**src/sv/wthd_pkg.sv**
```systemverilog
// Package: shared types, constants and helpers for the word dedup block
`timescale 1ns / 1ps
package wthd_pkg;
    localparam int MAX_WORD_DEF = 29;
    localparam int BUCKETS_DEF = 1024;
    localparam int WAYS_DEF = 4;
    localparam logic [4:0] MAX_LEN_RESET = 5'd29;
    localparam logic [63:0] HASH_SEED = 64'd5381;

    typedef struct packed {
        logic [7:0] char_code;
        logic       end_of_file;
    } t_in_beat;

    typedef struct packed {
        logic [7:0] out_char;
        logic       last_char;
        logic       set_full;
    } t_out_beat;

    typedef enum logic [2:0] {
        ST_CLEAR,
        ST_IDLE,
        ST_READ,
        ST_CMP,
        ST_EMIT
    } t_back_state;

    function automatic logic is_alnum(input logic [7:0] c);
        return (c >= 8'd48 && c <= 8'd57) || (c >= 8'd65 && c <= 8'd90) ||
               (c >= 8'd97 && c <= 8'd122);
    endfunction
endpackage

```
**src/sv/wthd_front.sv**
```systemverilog
// Front end: gathers bytes into words and hashes them, hands closed words on
`timescale 1ns / 1ps
module wthd_front #(
    parameter int MAX_WORD = wthd_pkg::MAX_WORD_DEF
) (
    input  logic                    i_clk,
    input  logic                    i_rst_n,
    input  logic [4:0]              i_max_len,
    input  logic                    i_valid,
    input  wthd_pkg::t_in_beat      i_beat,
    output logic                    o_ready,
    output logic                    o_word_valid,
    output logic [MAX_WORD*8-1:0]   o_word,
    output logic [5:0]              o_word_len,
    output logic [63:0]             o_word_hash,
    input  logic                    i_word_ready
);
    logic [MAX_WORD*8-1:0] r_buf, n_buf;
    logic [5:0]            r_len, n_len;
    logic [63:0]           r_hash, n_hash;
    logic                  r_ovalid, n_ovalid;
    logic [MAX_WORD*8-1:0] r_oword, n_oword;
    logic [5:0]            r_olen, n_olen;
    logic [63:0]           r_ohash, n_ohash;
    logic [5:0]            limit;
    logic                  alnum, close, take;
    logic [MAX_WORD*8-1:0] app_buf;
    logic [5:0]            app_len;
    logic [63:0]           app_hash;

    always_comb begin
        limit = {1'b0, i_max_len};
        if (limit == 6'd0) limit = 6'd1;
        if (limit > 6'(MAX_WORD)) limit = 6'(MAX_WORD);
    end

    assign o_ready = !r_ovalid || i_word_ready;
    assign take = i_valid && o_ready;
    assign alnum = wthd_pkg::is_alnum(i_beat.char_code);

    always_comb begin
        app_buf = r_buf;
        app_len = r_len;
        app_hash = r_hash;
        if (alnum && r_len < 6'(MAX_WORD)) begin
            app_buf[r_len*8 +: 8] = i_beat.char_code;
            app_len = r_len + 6'd1;
            app_hash = ((r_hash << 5) + r_hash) ^ {56'd0, i_beat.char_code};
        end
        close = (alnum ? (app_len >= limit || i_beat.end_of_file) : 1'b1)
                && app_len != 6'd0;
    end

    always_comb begin
        n_buf = r_buf;
        n_len = r_len;
        n_hash = r_hash;
        n_ovalid = r_ovalid && !i_word_ready;
        n_oword = r_oword;
        n_olen = r_olen;
        n_ohash = r_ohash;
        if (take) begin
            if (close) begin
                n_ovalid = 1'b1;
                n_oword = app_buf;
                for (int i = 0; i < MAX_WORD; i++) begin
                    if (6'(i) >= app_len) n_oword[i*8 +: 8] = 8'd0;
                end
                n_olen = app_len;
                n_ohash = app_hash;
                n_len = 6'd0;
                n_hash = wthd_pkg::HASH_SEED;
            end else begin
                n_buf = app_buf;
                n_len = app_len;
                n_hash = app_hash;
            end
        end
    end

    always_ff @(posedge i_clk) begin
        if (!i_rst_n) begin
            r_len <= 6'd0;
            r_hash <= wthd_pkg::HASH_SEED;
            r_ovalid <= 1'b0;
        end else begin
            r_len <= n_len;
            r_hash <= n_hash;
            r_ovalid <= n_ovalid;
        end
        r_buf <= n_buf;
        r_oword <= n_oword;
        r_olen <= n_olen;
        r_ohash <= n_ohash;
    end

    assign o_word_valid = r_ovalid;
    assign o_word = r_oword;
    assign o_word_len = r_olen;
    assign o_word_hash = r_ohash;
endmodule

```
**config.mk**
```make
export PLATFORM = sky130hd
export DESIGN_NAME = wthd_front
export DESIGN_NICKNAME = d
export VERILOG_FILES = /design/src/sv/wthd_pkg.sv /design/src/sv/wthd_front.sv
export SDC_FILE = /design/constraint.sdc
export NUM_CORES = 1
export LEC_CHECK = 0
export ABC_AREA = 1
export ABC_CLOCK_PERIOD_IN_PS = 19600
export BUFFER_PORTS_ARGS = -buffer_cell sky130_fd_sc_hd__buf_2
export CORE_UTILIZATION = 45
export CTS_CLUSTER_SIZE = 24
export DETAILED_ROUTE_END_ITERATION = 7
export GPL_ROUTABILITY_DRIVEN = 0
export PLACE_DENSITY = 0.62
export SYNTH_ARGS = -nofsm -noshare
export SYNTH_HDL_FRONTEND = slang
export SYNTH_SLANG_ARGS = --single-unit
```
**constraint.sdc**
```tcl
create_clock -name i_clk -period 19.6 [get_ports i_clk]
set_clock_uncertainty 0.15 [all_clocks]
set_input_delay 1.96 -clock i_clk [delete_from_list [all_inputs] [get_ports i_clk]]
set_output_delay 1.96 -clock i_clk [all_outputs]
set_load 0.02 [all_outputs]
```
# After elaboration in Yosys (flattened, before gate mapping)
# Cells that the tools add are included.
[op_classes] n_reduce_logical=17 addsub=3 bitwise=2 mux=11 shift=2 n_div=0 n_eq_ne=0 mul=0 magnitude_cmp=38
[ops] operator="$bwmux 232" count=1
[ops] operator="$mux 232" count=1
[ops] operator="$shift 8x34->232 const A" count=1
[ops] operator="$shiftx 8x34->232" count=1
[ops] operator="$mux 64" count=2
[ops] operator="$ge 5x6->1 const A" count=13
[ops] operator="$add 64x64->64" count=1
[ops] operator="$xor 64x8->64" count=1
[ops] operator="$ge 4x6->1 const A" count=8
[ops] operator="$neg 9->34" count=1
[ops] operator="$ge 3x6->1 const A" count=4
[ops] operator="$ge 8x7->1 const B" count=2
[ops] operator="$le 8x7->1 const B" count=2
[ops] operator="$ge 1x6->1 const A" count=2
[ops] operator="$ge 2x6->1 const A" count=2
[ops] operator="$mux 6" count=2
[ops] operator="$mux 5" count=2
[ops] operator="$ge 8x6->1 const B" count=1
[ops] operator="$le 8x6->1 const B" count=1
[ops] operator="$logic_and 1x1->1" count=7
[ops] operator="$add 6x1->6 const B" count=1
[ops] operator="$ge 6x6->1" count=1
[ops] operator="$gt 6x5->1 const B" count=1
[ops] operator="$lt 6x5->1 const B" count=1
[ops] operator="other kinds (7)" count=14
[word_totals] wordCells=108 latch_bits=0 romBits=0 input_bits=18 register_bits=605 mem_count=0 output_inout_bits=304 ramBits=0

# Depth between registers and ports, before layout
# Gate-level depths: netlist of the first run.
[depth] word_depth=12 mapped_depth=22 depth_no_buf=21

# Least setup slack after synthesis of the first run
# Ideal clock, no wire load.
[synth_path] path_type="input -> register" startpoint="in i_beat[3] (netlist bit)" endpoint="reg r_oword[0], in the netlist o_word[0] (enable)" t_required_ns=18.798 slack_ns=9.335 setup_ns=0.652 stages=16 path_buffers=0 arrival_time_ns=9.462 cell_sequence="inv_1 -> nand2_1 -> nand2_1 -> nand2_2 -> nand2_4 -> nand3_4 -> nand2_1 -> nand2_2 -> clkinv_1 -> ha_1 -> nand2_1 -> o21ai_0 -> o21ai_0 -> nand3_1 -> nand3_1 -> inv_1"
[synth_between] elab_chain_len=11 elab_cells_between_ends=19 classes_between="7 x order compare; 2 x mux; 10 x reduce/logical"
[synth_lines] item="from (decl)" line_no="wthd_front.sv:10" source="input wthd_pkg::t_in_beat i_beat,"
[synth_lines] item="$ge 8x6->1 (tied with other cells)" line_no="wthd_pkg.sv:30" source="return (c >= 8'd48 && c <= 8'd57) || (c >= 8'd65 && c <= 8'd90) ||"
[synth_lines] item="$logic_and 1x1->1" line_no="wthd_pkg.sv:30"
[synth_lines] item="$logic_or 1x1->1" line_no="wthd_pkg.sv:30"
[synth_lines] item="$logic_or 1x1->1 *" line_no="wthd_pkg.sv:30"
[synth_lines] item="$logic_and 1x1->1 *" line_no="wthd_front.sv:45" source="if (alnum && r_len < 6'(MAX_WORD)) begin"
[synth_lines] item="$mux 6 *" line_no="wthd_front.sv:45"
[synth_lines] item="named net app_len[2]" line_no="wthd_front.sv:28" source="logic [5:0] app_len;"
[synth_lines] item="$ge 6x6->1" line_no="wthd_front.sv:50" source="close = (alnum ? (app_len >= limit || i_beat.end_of_file) : 1'b1)"
[synth_lines] item="$logic_or 1x1->1" line_no="wthd_front.sv:50"
[synth_lines] item="$mux 1" line_no="wthd_front.sv:50"
[synth_lines] item="$logic_and 1x1->1 *" line_no="wthd_front.sv:51" source="&& app_len != 6'd0;"
[synth_lines] item="$reduce_and 2->1 (no line) *"
[synth_lines] item="to (signal assigned)" line_no="wthd_front.sv:92" source="r_oword <= n_oword;"
[synth_lines] item="to (decl)" line_no="wthd_front.sv:22" source="logic [MAX_WORD*8-1:0] r_oword, n_oword;"
# The timed path passes the listed nets; every way through them passes the cells marked *.
# A chain may end at the register's enable or synchronous reset.

# Worst setup path in the final report of the first run
[layout_path] startpoint="in i_beat[1] (netlist bit)" endpoint="reg r_hash[22]"
[layout_between] elab_chain_len=11 elab_cells_between_ends=20 classes_between="7 x order compare; 4 x mux; 9 x reduce/logical"
[layout_lines] item="$ge 8x6->1 (tied with other cells)" line_no="wthd_pkg.sv:30"
[layout_lines] item="$logic_and 1x1->1" line_no="wthd_pkg.sv:30"
[layout_lines] item="$logic_or 1x1->1" line_no="wthd_pkg.sv:30"
[layout_lines] item="$logic_or 1x1->1 *" line_no="wthd_pkg.sv:30"
[layout_lines] item="$logic_and 1x1->1 *" line_no="wthd_front.sv:45"
[layout_lines] item="$mux 6 *" line_no="wthd_front.sv:45"
[layout_lines] item="named net app_len[2]" line_no="wthd_front.sv:28"
[layout_lines] item="$ge 6x6->1" line_no="wthd_front.sv:50"
[layout_lines] item="$logic_or 1x1->1" line_no="wthd_front.sv:50"
[layout_lines] item="$mux 1" line_no="wthd_front.sv:50"
[layout_lines] item="$logic_and 1x1->1 *" line_no="wthd_front.sv:51"
[layout_lines] item="$mux 64 *" line_no="wthd_front.sv:63" source="if (close) begin"
[layout_lines] item="to (signal assigned)" line_no="wthd_front.sv:84" source="r_hash <= wthd_pkg::HASH_SEED;"
[layout_lines] item="to (signal assigned)" line_no="wthd_front.sv:88" source="r_hash <= n_hash;"
[layout_lines] item="to (decl)" line_no="wthd_front.sv:20" source="logic [63:0] r_hash, n_hash;"
# Marked as above.

==> impl_metrics.toml, run 1 <==
[run_status]
run_status = "completed"

[setup_path]
cp-endpoint = "r_hash[22]$_SDFFE_PN0P_"
timing.critical_path.mode_cell = "sky130_fd_sc_hd__nand2_1"
timing.critical_path.slowest_stage_cell = "sky130_fd_sc_hd__a21oi_4"
startpoint = "i_beat[1]"
reg2reg_from = "r_len[0]$_SDFFE_PN0P_"
critical_path.max_fanout = 98
required_ns = 20.01
critical_path.startpoint_type = "input pin"
worst_r2r_endpoint = "r_hash[22]$_SDFFE_PN0P_"
regToRegSetupSlack_ns = 12.52
ordered_list_of_cells_on_the_worst_path = "buf_2, nand2_1, nand2_1, nand2_1, nand2_2, nand2_4, nand3_4, buf_4, nand2_1, nand2_2, clkinv_1, ha_1, nand2_1, o21ai_0, o21ai_0, nand3_1, a21oi_4, buf_4, buf_4, nand2_1, a21oi_2"
crit_arrival_ns = 7.68
reg2reg_depth = 21
worst_path_largest_cell_delay_ns = 0.85
cp-end-kind = "flip-flop"
timing_worst_setup_path_type = "input pin to flip-flop"

[route]
initialDrtViolationCount = 2320
drt_pre_antenna_iters = 6
drcViolationCount = 0
ant_nets = 0
routed_wire_length_per_instance_um = 18.7
finalWirelength_um = 90200
vias_per_cell = 5.13
dr_total_vias = 24800

[power]
combPwrFrac_pct = 13.0
netSwitchingFraction_pct = 26.8
power.internal_w = 0.00242
peakVddDrop_mv = 0.0756
power.share.sequential_pct = 47.7
power.leakage_nw = 15.7
pwr_density_cell_nw_per_um2 = 93.0
switchingPower_w = 0.000885
power.share.clock_pct = 39.3

[cells_and_area]
regArea_sq_um = 17500
layout-area-overhead-vs-synth_pct = 15.5
fillCellCount = 6245
drive_above_1_share_pct = 14.4
multiInputGateArea_sq_um = 10900
finalNetCount = 3987
post-route-util_pct = 52.7
final_area_sq_um = 35500

[cts]
cts-buffers-inserted = 61
holdBufCountCts = 0
cts_setup_buffers = 0
cts.repair.resized = 0
clkTransAtPathRegs_ns = 0.06
clkSinkCount = 605
cts_tree = "done"
cts.root.buffer_cell = "sky130_fd_sc_hd__clkbuf_16"
clk-insertion-delay-late_ns = 0.65
cts_htree_levels = 2
clockBufferDepth = 3

[placed_design]
dpl_worst_slack_ns = 11.70
numPortBuffers = 321
dp.final_hpwl_um = 67400
placed_cell_area_sq_um = 33300

[die]
die-width_um = 263
floorplan.initialDensity_pct = 45.6
die_area_sq_um = 69400
core_box_area_sq_um = 67400
fp-row-count = 95
die_height_um = 263
pin_count = 322

[sta]
hold_ws_ns = 0.345
final.min_clock_period_ns = 7.27
finalWorstSetupSlack_ns = 12.33
fin_tns_setup_ns = 0
grt_setup_unrepaired = "false"
slew_worst_pin_ns = 1.26
max_freq_mhz = 138
timing.final.max_slew_violations = 0
hold_violations = 0
timing.max_slew.rel_slack_pct = 15.7
min_period_over_period_pct = 37.1
final_setup_violation_count = 0

[yosys]
synthesis.instances = 3564
yosysWarningCount = 0
synth_area_per_cell_sq_um = 8.63
yosysSeqAreaShare_pct = 56.8
synth.ff_latch_count = 605
synth_nets = 3649
synthDistinctLibCells = 47
synth-edff-count = 534
synth.most_common_cell = "sky130_fd_sc_hd__nand2_1"
yosys.area.top_type = "sky130_fd_sc_hd__edfxtp_1"
synth_flop_cell = "sky130_fd_sc_hd__edfxtp_1"
synthTopCellsByArea = "sky130_fd_sc_hd__edfxtp_1 52%, sky130_fd_sc_hd__nand2_1 14%, sky130_fd_sc_hd__inv_1 6.6%"
postSynth.asyncResetShare_pct = 0
synth_top_cells_by_count = "1,138 x sky130_fd_sc_hd__nand2_1, 539 x sky130_fd_sc_hd__inv_1, 534 x sky130_fd_sc_hd__edfxtp_1, 387 x sky130_fd_sc_hd__nor2_1, 210 x sky130_fd_sc_hd__a21oi_1"
synth_top_area_share_pct = 52.2
syn-cell-area_sq_um = 30700

[grt]
grtUsageTotal_pct = 25.7
gr-total-overflow = 0
first_global_vias = 23300
largest_net_degree_at_the_start_of_global_routing = 141
grt_first_pass_wirelength_um = 137000
initial_antenna_violation_count = 4

[worst_hold_path]
hold_class = "flip-flop to flip-flop"

[run]
max_cap_viol_count = 0
## through the flow
step | cells | power, W
after CTS | 4827 | 0.00333
after floorplan | 3564 | 0.00188
final | 4831 | 0.00330
after global routing | 4828 | 0.00340
after detailed placement | 4712 | 0.00203
after global placement | 4712 | 0.00203
## routing by layer
metal | GRT usage [%] | part of all wire [%] | vias to the layer above
met5 | 0 | 0.012 | -
met4 | 6.53 | 2.5 | 2
met3 | 3.71 | 6.7 | 132
met2 | 42.5 | 47 | 929
met1 | 35.4 | 44 | 11500
li1 | - | - | 12200
## worst min path at each step
stage | from | to | depth (start not counted)
6_report | r_hash[60]$_SDFFE_PN0P_ | r_hash[60]$_SDFFE_PN0P_ | 2
5_1_grt | r_hash[60]$_SDFFE_PN0P_ | r_hash[60]$_SDFFE_PN0P_ | 2
4_1_cts | r_hash[60]$_SDFFE_PN0P_ | r_hash[60]$_SDFFE_PN0P_ | 2
3_5_place_dp | r_hash[60]$_SDFFE_PN0P_ | r_hash[60]$_SDFFE_PN0P_ | 2
3_3_place_gp | r_hash[60]$_SDFFE_PN0P_ | r_hash[60]$_SDFFE_PN0P_ | 2
2_1_floorplan | r_hash[59]$_SDFFE_PN0P_ | r_hash[59]$_SDFFE_PN0P_ | 2
## critical path: cells and delay by family
kind            cells  cell delay [ns]
buf+inv             5             2.82
fa+ha+maj           1             0.37
simple gates       11             1.20
compound gates      4             1.22
## flip-flops by register name, summed over array words and instances, names as in the netlist
register / cells
o_word: 232
o_word_valid: 1
r_buf: 232
o_word_len: 6
o_word_hash: 64
r_hash: 64
r_len: 6
## cell families (layout without fill, tap and decap cells)
logic type	after synthesis	count (layout)	share of synthesized area, %
AO/OA/AOI/OAI	384	384	6.91
AND/OR/NAND/NOR	1867	1867	25.0
flip-flops	605	605	56.8
other	0	4	0
adder cells (fa/ha/maj)	67	67	2.75
XOR/XNOR	30	30	0.855
buffers and inverters	611	1001	7.70
## layout make-up
cell class	count	area share (%)
antenna	4	0.0282
clock buffer	71	4.46
inverter	552	5.86
clock inverter	44	1.82
multi-input combinational	2348	30.8
sequential	605	49.2
timing repair buffer	334	4.80
tap	873	3.08
## layout by cell type, fill, tap and decap left out, types with 17 or more instances in the layout
| master | synthesis | final |
|---|---|---|
| sky130_fd_sc_hd__ha_1 | 66 | 66 |
| sky130_fd_sc_hd__clkinv_2 | 1 | 17 |
| sky130_fd_sc_hd__dfxtp_1 | 71 | 71 |
| sky130_fd_sc_hd__a21oi_1 | 210 | 210 |
| sky130_fd_sc_hd__nand2_2 | 37 | 38 |
| sky130_fd_sc_hd__nand3_1 | 143 | 143 |
| sky130_fd_sc_hd__nand2_1 | 1138 | 1137 |
| sky130_fd_sc_hd__a21oi_2 | 30 | 30 |
| sky130_fd_sc_hd__xnor2_1 | 20 | 20 |
| sky130_fd_sc_hd__nor3_1 | 60 | 60 |
| sky130_fd_sc_hd__edfxtp_1 | 534 | 534 |
| sky130_fd_sc_hd__o21ai_0 | 99 | 99 |
| sky130_fd_sc_hd__nand4_1 | 31 | 31 |
| sky130_fd_sc_hd__clkbuf_16 | 0 | 61 |
| sky130_fd_sc_hd__inv_1 | 539 | 537 |
| sky130_fd_sc_hd__nor2_1 | 387 | 387 |
| sky130_fd_sc_hd__buf_2 | 14 | 321 |
| sky130_fd_sc_hd__or2_2 | 34 | 34 |
## power by group through the flow
stage / registers (W) / clock network, W / logic (W)
6_report: 0.00157 / 0.00130 / 0.000430
5_1_grt: 0.00158 / 0.00136 / 0.000463
4_1_cts: 0.00158 / 0.00132 / 0.000433
3_5_place_dp: 0.00160 / 0 / 0.000432
3_3_place_gp: 0.00160 / 0 / 0.000430
2_1_floorplan: 0.00171 / 0 / 0.000174
No activity file was read; power rests on OpenSTA's default activity.
==> inputs of run 2 (changes only) <==
--- a/config.mk
+++ b/config.mk
@@ -6,7 +6,7 @@
 export NUM_CORES = 1
 export LEC_CHECK = 0
 export ABC_AREA = 1
-export ABC_CLOCK_PERIOD_IN_PS = 19600
+export ABC_CLOCK_PERIOD_IN_PS = 6750
 export BUFFER_PORTS_ARGS = -buffer_cell sky130_fd_sc_hd__buf_2
 export CORE_UTILIZATION = 45
 export CTS_CLUSTER_SIZE = 24
==> constraint.sdc (replaced) <==
create_clock -name i_clk -period 6.75 [get_ports i_clk]
set_clock_uncertainty 0.15 [all_clocks]
set_input_delay 0.675 -clock i_clk [delete_from_list [all_inputs] [get_ports i_clk]]
set_output_delay 0.675 -clock i_clk [all_outputs]
set_load 0.02 [all_outputs]
==> run 2 against run 1 <==
  * Critical path depth is the same
  * Non-clock buffer count grew 5
  * Global-route usage is essentially flat
  * Wire length grew 0.19%
  * Critical path type is now flip-flop to flip-flop
==> impl_metrics.toml, run 2 (synthesis results as in run 1) <==
[run_status]
run_status = "completed"

[sta]
min_period_over_period_pct = 80.5
timing.final.max_slew_violations = 0
max_freq_mhz = 184
grt_setup_unrepaired = "false"
hold_ws_ns = 0.143
timing.max_slew.rel_slack_pct = 20.4
final_setup_violation_count = 0
hold_violations = 0
finalWorstSetupSlack_ns = 1.32
final.min_clock_period_ns = 5.43
slew_worst_pin_ns = 1.19
fin_tns_setup_ns = 0

[placed_design]
placed_cell_area_sq_um = 33500
dpl_worst_slack_ns = 1.34
placed_cells = 4717
numPortBuffers = 321
dp.final_hpwl_um = 68000

[cells_and_area]
stdcell_count = 4841
finalNetCount = 3998
layout-area-overhead-vs-synth_pct = 16.1
final_area_sq_um = 35700
final_common_cell = "sky130_fd_sc_hd__nand2_1"
drive_above_1_share_pct = 14.9
mostFrequentLayoutCells = "1,134 x sky130_fd_sc_hd__nand2_1, 534 x sky130_fd_sc_hd__edfxtp_1, 532 x sky130_fd_sc_hd__inv_1, 385 x sky130_fd_sc_hd__nor2_1, 321 x sky130_fd_sc_hd__buf_2"

[grt]
grtUsageTotal_pct = 25.7
initial_antenna_violation_count = 9
first_global_vias = 23400
grt_first_pass_wirelength_um = 136000
gr-total-overflow = 0
largest_net_degree_at_the_start_of_global_routing = 99

[route]
ant_nets = 0
vias_per_cell = 5.12
drt_pre_antenna_iters = 6
finalWirelength_um = 90300
drcViolationCount = 0
routed_wire_length_per_instance_um = 18.7
initialDrtViolationCount = 2316
dr_total_vias = 24800

[die]
die_area_sq_um = 69400
pin_count = 322
floorplan.initialDensity_pct = 45.6
fp-row-count = 95
die-width_um = 263
die_height_um = 263
core_box_area_sq_um = 67400

[power]
netSwitchingFraction_pct = 27.6
power.internal_w = 0.00695
power.share.clock_pct = 39.1
switchingPower_w = 0.00265
combPwrFrac_pct = 13.3
pwr_density_cell_nw_per_um2 = 269
peakVddDrop_mv = 0.150
power.leakage_nw = 15.8
power.share.sequential_pct = 47.6

[cts]
clkTransAtPathRegs_ns = 0.06
cts_tree = "done"
holdBufCountCts = 0
cts_setup_buffers = 0
cts.root.buffer_cell = "sky130_fd_sc_hd__clkbuf_16"
clk-insertion-delay-late_ns = 0.62
cts-buffers-inserted = 67
cts_htree_levels = 3
clockBufferDepth = 3
cts.repair.resized = 0
clkSinkCount = 605

[setup_path]
critical_path.max_fanout = 98
required_ns = 6.85
startpoint = "r_len[0]$_SDFFE_PN0P_"
critical_path.startpoint_type = "flip-flop"
timing_worst_setup_path_type = "flip-flop to flip-flop"
crit_arrival_ns = 5.53
cp-end-kind = "flip-flop"
reg2reg_from = "r_len[0]$_SDFFE_PN0P_"

[worst_hold_path]
hold_class = "input pin to flip-flop"
holdCritStartpoint = "i_rst_n"

[run]
max_cap_viol_count = 0
## run 2: cell count changes in the layout (fill, tap and decap cells not counted), moves of 4 or more
cell | previous run | this run
sky130_fd_sc_hd__clkinv_2 | 17 | 11
sky130_fd_sc_hd__inv_1 | 537 | 532
sky130_fd_sc_hd__bufinv_16 | 15 | 8
sky130_fd_sc_hd__buf_12 | 0 | 7
sky130_fd_sc_hd__clkbuf_16 | 61 | 67
sky130_fd_sc_hd__clkbuf_1 | 8 | 12
sky130_fd_sc_hd__clkinvlp_4 | 2 | 7
## run 2: power groups by stage
stage               clock [W]  combinational [W]  sequential, W
global route          0.00394            0.00137        0.00459
floorplan                   0           0.000511        0.00495
finish                0.00375            0.00128        0.00457
global placement            0            0.00127        0.00465
CTS                   0.00381            0.00129        0.00457
detailed placement          0            0.00128        0.00465
## run 2: layer usage
layer	vias to the layer above	part of all wire [%]	global-route usage [%]
met5	-	0.054	0
li1	12200	-	-
met1	11500	43	34.6
met2	907	47	42.1
met3	157	7.4	4.18
met4	8	3.1	9.09
## run 2: critical path, stage by stage (launching register included)
cell and delay [ns]:
sky130_fd_sc_hd__dfxtp_2 0.43, sky130_fd_sc_hd__inv_4 0.14, sky130_fd_sc_hd__ha_1 0.18, sky130_fd_sc_hd__inv_1 0.05, sky130_fd_sc_hd__nand2_1 0.08, sky130_fd_sc_hd__nor2_1 0.06
sky130_fd_sc_hd__nor2_2 0.24, sky130_fd_sc_hd__nand3_4 0.49, sky130_fd_sc_hd__clkinv_2 0.13, sky130_fd_sc_hd__buf_4 0.56, sky130_fd_sc_hd__nand2_1 0.19, sky130_fd_sc_hd__nand2_4 0.15
sky130_fd_sc_hd__ha_4 0.20, sky130_fd_sc_hd__inv_2 0.04, sky130_fd_sc_hd__nand2_1 0.05, sky130_fd_sc_hd__a21oi_1 0.15, sky130_fd_sc_hd__o21ai_1 0.08, sky130_fd_sc_hd__o21ai_1 0.16
sky130_fd_sc_hd__nand3_2 0.15, sky130_fd_sc_hd__nand3_2 0.14, sky130_fd_sc_hd__clkinvlp_4 0.58, sky130_fd_sc_hd__buf_12 0.46
## run 2: final cells by class
class | instances | area (sq um)
Fill cell | 6261 | 31700
Sequential cell | 605 | 17500
Multi-Input combinational cell | 2348 | 11000
Inverter | 552 | 2090
Timing Repair Buffer | 339 | 1830
Clock buffer | 80 | 1740
Tap cell | 873 | 1090
Clock inverter | 42 | 504
Antenna cell | 2 | 5.00
## run 2: path summary, 6_finish.rpt
path | endpoint | slack (ns) | depth (start not counted)
setup / recovery | o_word_hash[32]$_DFFE_PP_ | 1.32 | 21
hold reg to reg | r_hash[62]$_SDFFE_PN0P_ | 0.35 | 2
hold / removal | r_hash[8]$_SDFFE_PN1P_ | 0.14 | 2
setup reg to reg | o_word_hash[32]$_DFFE_PP_ | 1.32 | 21
## run 2: through the flow
stage,total power (W),util [%]
3_3_place_gp,0.00592,49.7
4_1_cts,0.00967,53.0
3_5_place_dp,0.00593,49.7
6_report,0.00960,53.0
5_1_grt,0.00990,53.0
2_1_floorplan,0.00546,-
